[src/hdl/fpa_pkg.sv]
// Package with opcodes, status codes, stage types and saturation helper for the fixed-point ALU.
`timescale 1ns / 1ps

package fpa_pkg;

    typedef enum logic [3:0] {
        OP_ADD   = 4'd0,
        OP_SUB   = 4'd1,
        OP_MUL   = 4'd2,
        OP_DIV   = 4'd3,
        OP_MIN   = 4'd4,
        OP_MAX   = 4'd5,
        OP_I2F   = 4'd6,
        OP_F2I   = 4'd7,
        OP_INC   = 4'd8,
        OP_DEC   = 4'd9
    } op_t;

    localparam logic [1:0] ST_OK  = 2'd0;
    localparam logic [1:0] ST_SAT = 2'd1;
    localparam logic [1:0] ST_DBZ = 2'd2;

    localparam logic signed [31:0] MAX32 = 32'sh7fffffff;
    localparam logic signed [31:0] MIN32 = 32'sh80000000;

    typedef struct packed {
        logic [3:0]  op;
        logic [31:0] res;
        logic [1:0]  status;
        logic        lt;
        logic        eq;
        logic        gt;
    } side_t;

    typedef struct packed {
        logic        sat;
        logic [31:0] value;
    } sat_t;

    function automatic sat_t sat64(input logic signed [63:0] v);
        sat_t s;
        if (v > 64'(MAX32)) begin
            s.sat   = 1'b1;
            s.value = MAX32;
        end else if (v < 64'(MIN32)) begin
            s.sat   = 1'b1;
            s.value = MIN32;
        end else begin
            s.sat   = 1'b0;
            s.value = v[31:0];
        end
        return s;
    endfunction

endpackage

[src/hdl/fpa_front.sv]
// Operand stage, product register, simple operations and side-data delay line.
`timescale 1ns / 1ps

module fpa_front #(
    parameter int FRAC_BITS = 8,
    parameter int DW        = 40
) (
    input  logic               clk,
    input  logic               rst_n,
    input  logic               en,
    input  logic               in_valid,
    input  logic [3:0]         op,
    input  logic signed [31:0] a,
    input  logic signed [31:0] b,
    output logic               out_valid,
    output fpa_pkg::side_t     out_side
);

    logic               v1_reg;
    logic [3:0]         op1_reg;
    logic signed [31:0] a1_reg;
    logic signed [31:0] b1_reg;
    logic signed [63:0] prod1_reg;

    logic               vline_reg [DW-1];
    fpa_pkg::side_t     sline_reg [DW-1];
    fpa_pkg::side_t     side_next;

    always_ff @(posedge clk or negedge rst_n)
    begin
        if (!rst_n)
        begin
            v1_reg <= 1'b0;
        end else if (en)
        begin
            v1_reg <= in_valid;
        end
    end

    always_ff @(posedge clk)
    begin
        if (en)
        begin
            op1_reg   <= op;
            a1_reg    <= a;
            b1_reg    <= b;
            prod1_reg <= 64'(a) * 64'(b);
        end
    end

    always_comb
    begin
        logic signed [63:0] wa;
        logic signed [63:0] wb;
        logic signed [63:0] madj;
        fpa_pkg::sat_t      s;
        wa = 64'(a1_reg);
        wb = 64'(b1_reg);
        madj = prod1_reg + (prod1_reg[63] ? 64'((64'sd1 <<< FRAC_BITS) - 64'sd1) : 64'sd0);
        s = '0;
        side_next        = '0;
        side_next.op     = op1_reg;
        side_next.lt     = a1_reg < b1_reg;
        side_next.eq     = a1_reg == b1_reg;
        side_next.gt     = a1_reg > b1_reg;
        case (op1_reg)
            fpa_pkg::OP_ADD: s = fpa_pkg::sat64(wa + wb);
            fpa_pkg::OP_SUB: s = fpa_pkg::sat64(wa - wb);
            fpa_pkg::OP_MUL: s = fpa_pkg::sat64(madj >>> FRAC_BITS);
            fpa_pkg::OP_MIN: s.value = (a1_reg < b1_reg) ? a1_reg : b1_reg;
            fpa_pkg::OP_MAX: s.value = (a1_reg > b1_reg) ? a1_reg : b1_reg;
            fpa_pkg::OP_I2F: s = fpa_pkg::sat64(wa <<< FRAC_BITS);
            fpa_pkg::OP_F2I: s.value = a1_reg >>> FRAC_BITS;
            fpa_pkg::OP_INC: s = fpa_pkg::sat64(wa + 64'sd1);
            fpa_pkg::OP_DEC: s = fpa_pkg::sat64(wa - 64'sd1);
            default:         s = '0;
        endcase
        side_next.res = s.value;
        if (op1_reg == fpa_pkg::OP_DIV)
        begin
            side_next.status = (b1_reg == 32'sd0) ? fpa_pkg::ST_DBZ : fpa_pkg::ST_OK;
        end else
        begin
            side_next.status = s.sat ? fpa_pkg::ST_SAT : fpa_pkg::ST_OK;
        end
    end

    always_ff @(posedge clk or negedge rst_n)
    begin
        if (!rst_n)
        begin
            for (int k = 0; k < DW - 1; k++)
            begin
                vline_reg[k] <= 1'b0;
            end
        end else if (en)
        begin
            vline_reg[0] <= v1_reg;
            for (int k = 1; k < DW - 1; k++)
            begin
                vline_reg[k] <= vline_reg[k-1];
            end
        end
    end

    always_ff @(posedge clk)
    begin
        if (en)
        begin
            sline_reg[0] <= side_next;
            for (int k = 1; k < DW - 1; k++)
            begin
                sline_reg[k] <= sline_reg[k-1];
            end
        end
    end

    assign out_valid = vline_reg[DW-2];
    assign out_side  = sline_reg[DW-2];

endmodule

[config.mk]
export PLATFORM = sky130hd
export DESIGN_NAME = fpa_front
export DESIGN_NICKNAME = d
export VERILOG_FILES = /design/src/hdl/fpa_pkg.sv /design/src/hdl/fpa_front.sv
export SDC_FILE = /design/constraint.sdc
export NUM_CORES = 2
export LEC_CHECK = 0
export BUFFER_PORTS_ARGS = -buffer_cell sky130_fd_sc_hd__buf_2
export CORE_MARGIN = 2
export CORE_UTILIZATION = 55
export CTS_CLUSTER_DIAMETER = 200
export DETAILED_ROUTE_END_ITERATION = 7
export HOLD_SLACK_MARGIN = 0.12
export PLACE_DENSITY = 0.78
export SLEW_MARGIN = 30
export SYNTH_ARGS = -nofsm -noshare
export SYNTH_HDL_FRONTEND = slang
export SYNTH_SLANG_ARGS = --single-unit
[constraint.sdc]
create_clock -name clk -period 7.3 [get_ports clk]
set_input_delay 0 -clock clk [delete_from_list [all_inputs] [get_ports clk]]
set_output_delay 0 -clock clk [all_outputs]
set_load 0.02 [all_outputs]
==> summary.txt <==
Run status
  – Status: completed

Layout
  – Fraction of final layout cells with drive strength greater than 1: 0.117
  – P&R area growth vs syn: 12.3%
  – Most frequent cells in the layout: edfxtp_1 (1731), fa_1 (1078), inv_1 (1035), nand2_1 (639), and2_1 (537)
  – Max reg flops: 1599
  – Final instance area: 112000 um2
  – Nets: 9088
  – Most common cell after layout, fill and taps aside: edfxtp_1
  – Final core area utilization: 0.623

Synth
  – Syn Std Cell Area: 99300 um2
  – Cells after Synth: 7213
  – Yosys reg bits: 1771
  – Average cell area after synthesis: 13.8 um2
  – Top FF cell, synth: edfxtp_1
  – Async SR Flop Fraction: 0.0226
  – YS warnings: 0
  – Number of distinct library cells after synthesis: 88
  – EDFF count, synth: 1731
  – Post-Syn Nets: 8628
  – Post-synthesis sequential area ratio: 0.533

Timing
  – Fin. max-slew vios: 0
  – Final Hold Vio Count: 0
  – Setup TNS: 0 ps
  – Final critical-path required period: 7170 ps
  – RSZ-0062 raised after global routing: true
  – Final hold slack: 205 ps
  – Fmax: 0.140 GHz
  – Final setup fails: 0
  – Worst Skew: 71.4 ps
  – Slew of the pin with the lowest slew margin: 964 ps
  – Final worst-path cycle share: 0.982
  – Relative slew margins: 0.356

Floorplanning
  – Die ar.: 184000 um2
  – Number of I/O pins: 114
  – Die X: 429 um
  – Die H: 429 um
  – Core Box Area: 179000 um2
  – Initial Util: 0.555
  – # rows: 155

Setup path
  – Slowest stage cell, crit path: dlygate4sd3_1
  – Crit-path most repeated cell: fa_1
  – Critical Path Fanout Max: 17
  – Kind of critical path: input port to register
  – Worst Path Arrival: 7720 ps
  – WP data required: 7850 ps
  – CP delay by family, top: adder cells
  – Buf/Inv on CP: 8
  – CP max stage delay: 610 ps
  – Startpoint Class: input port
  – CP Capture Type: register

Routing
  – Total Wirelength: 230000 um
  – DR WL met3: 14500 um
  – Max Used Layer: met5
  – Met2 wire len: 113000 um
  – Total number of vias: 57100
  – Number of vias per cell: 5.62
  – Final ANT Viol Nets: 0
  – Routed wire per std cell: 22.7 um
  – Routed metal-1 wirelength: 92000 um
  – Pre-Repair DR Iteration Count: 5
  – DRC violations left: 0
  – Initial DRC Count: 4850

Job
  – Max cap viols: 0

Placed design
  – Port buffer count: 113
  – Detailed Place HPWL: 168000 um
  – Placer Congestion: 0.972
  – Dpl cell area: 105000 um2

Global routing
  – Gr usage total: 0.253
  – Vias in the first global route: 61100
  – First-pass GRT wire length: 354000 um
  – Grt total ovfl: 0
  – Initial antenna violation count: 5
  – Largest net degree at the start of global routing: 166

Clock network
  – Sink Count: 1771
  – Root Buffer: clkbuf_16
  – Worst-skew pair later-pin latency: 810 ps
  – CTS buffer count: 165
  – H-tree depth: 4
  – Worst-path clk slew: 60 ps
  – CTS max path bufs: 3
  – CTS tree: built

Hold path
  – HP Class: input port to register
-- cell usage after synthesis, drive strengths merged, types with 21 or more instances --
cell | n | area (um2)
nand3 | 72 | 365
a21oi | 172 | 865
nor2b | 23 | 144
inv | 1039 | 3900
clkbuf | 287 | 1080
a21o | 42 | 315
o21ai | 138 | 691
dfrtp | 40 | 1000
ha | 259 | 3240
fa | 1084 | 21700
nand2 | 640 | 2400
o31ai | 21 | 158
mux2i | 31 | 310
and3 | 31 | 194
and2 | 540 | 3380
edfxtp | 1731 | 52000
a221oi | 42 | 368
nor2 | 182 | 683
buf | 70 | 458
xnor2 | 115 | 1010
o211ai | 26 | 195
nand4 | 59 | 384
nor4 | 47 | 313
a211oi | 29 | 218
a31oi | 27 | 169
o21bai | 24 | 180
nand2b | 24 | 150
mux2 | 50 | 563
xor2 | 58 | 508
nor3 | 65 | 337
-- per-stage QoR --
stage / setup WS, ps / std cells
2_1_floorplan: 16.1 / 7213
3_3_place_gp: -372 / 9771
3_5_place_dp: -537 / 9773
4_1_cts: 5.92 / 10100
5_1_grt: -27.1 / 10200
6_report: 133 / 10200
-- layer usage --
metal / global-route usage / vias to the layer above
li1: - / 25100
met4: 0.114 / 6
met3: 0.0422 / 559
met2: 0.424 / 2068
met1: 0.326 / 29400
met5: 0 / -
-- kinds of logic (layout without fill, tap and decap cells) --
group,count (synthesis),in the layout,synth area share
xor+xnor,173,173,0.0153
buf+inv,1397,1985,0.0548
other cells,0,4,0
fa+ha+maj,1343,1343,0.251
simple gates,1762,1762,0.0903
compound gates,686,686,0.0465
flops,1771,1771,0.533
mux,81,81,0.00879
-- timing repair --
item                                    4_1_cts  5_1_grt
resized for setup                             0       55
setup buffers                                 0        7
hold endpoints to repair                    518        1
endpoints found under the setup margin        0       13
hold buffers                                 81        1
-- path summary, 6_finish.rpt --
kind	from	endpoint	slack, ps	depth (start not counted)
max	a[17]	prod1_reg[63]	130	27
min	b[22]	b1_reg[22]	210	2
max reg2reg	b1_reg[18]	sline_reg[0][25]	1120	13
min reg2reg	sline_reg[0][163]	sline_reg[0][204]	390	0
max in group asynchronous	rst_n	vline_reg[21]	6780	4
min in group asynchronous	rst_n	vline_reg[10]	300	4
-- final cells by class --
| class | count | area, um2 |
|---|---|---|
| diodes | 4 | 10.0 |
| clock buffers | 202 | 4290 |
| clock inverters | 93 | 868 |
| fillers | 13100 | 67500 |
| inverters | 1040 | 3910 |
| multi-input cells | 4045 | 41100 |
| flip-flops and latches | 1771 | 53000 |
| well taps | 2355 | 2950 |
| repair buffers | 650 | 5390 |
Power is left out: the tool's default activity adds up to more than one toggle a clock period on the data nets, which glitch-free logic cannot reach.
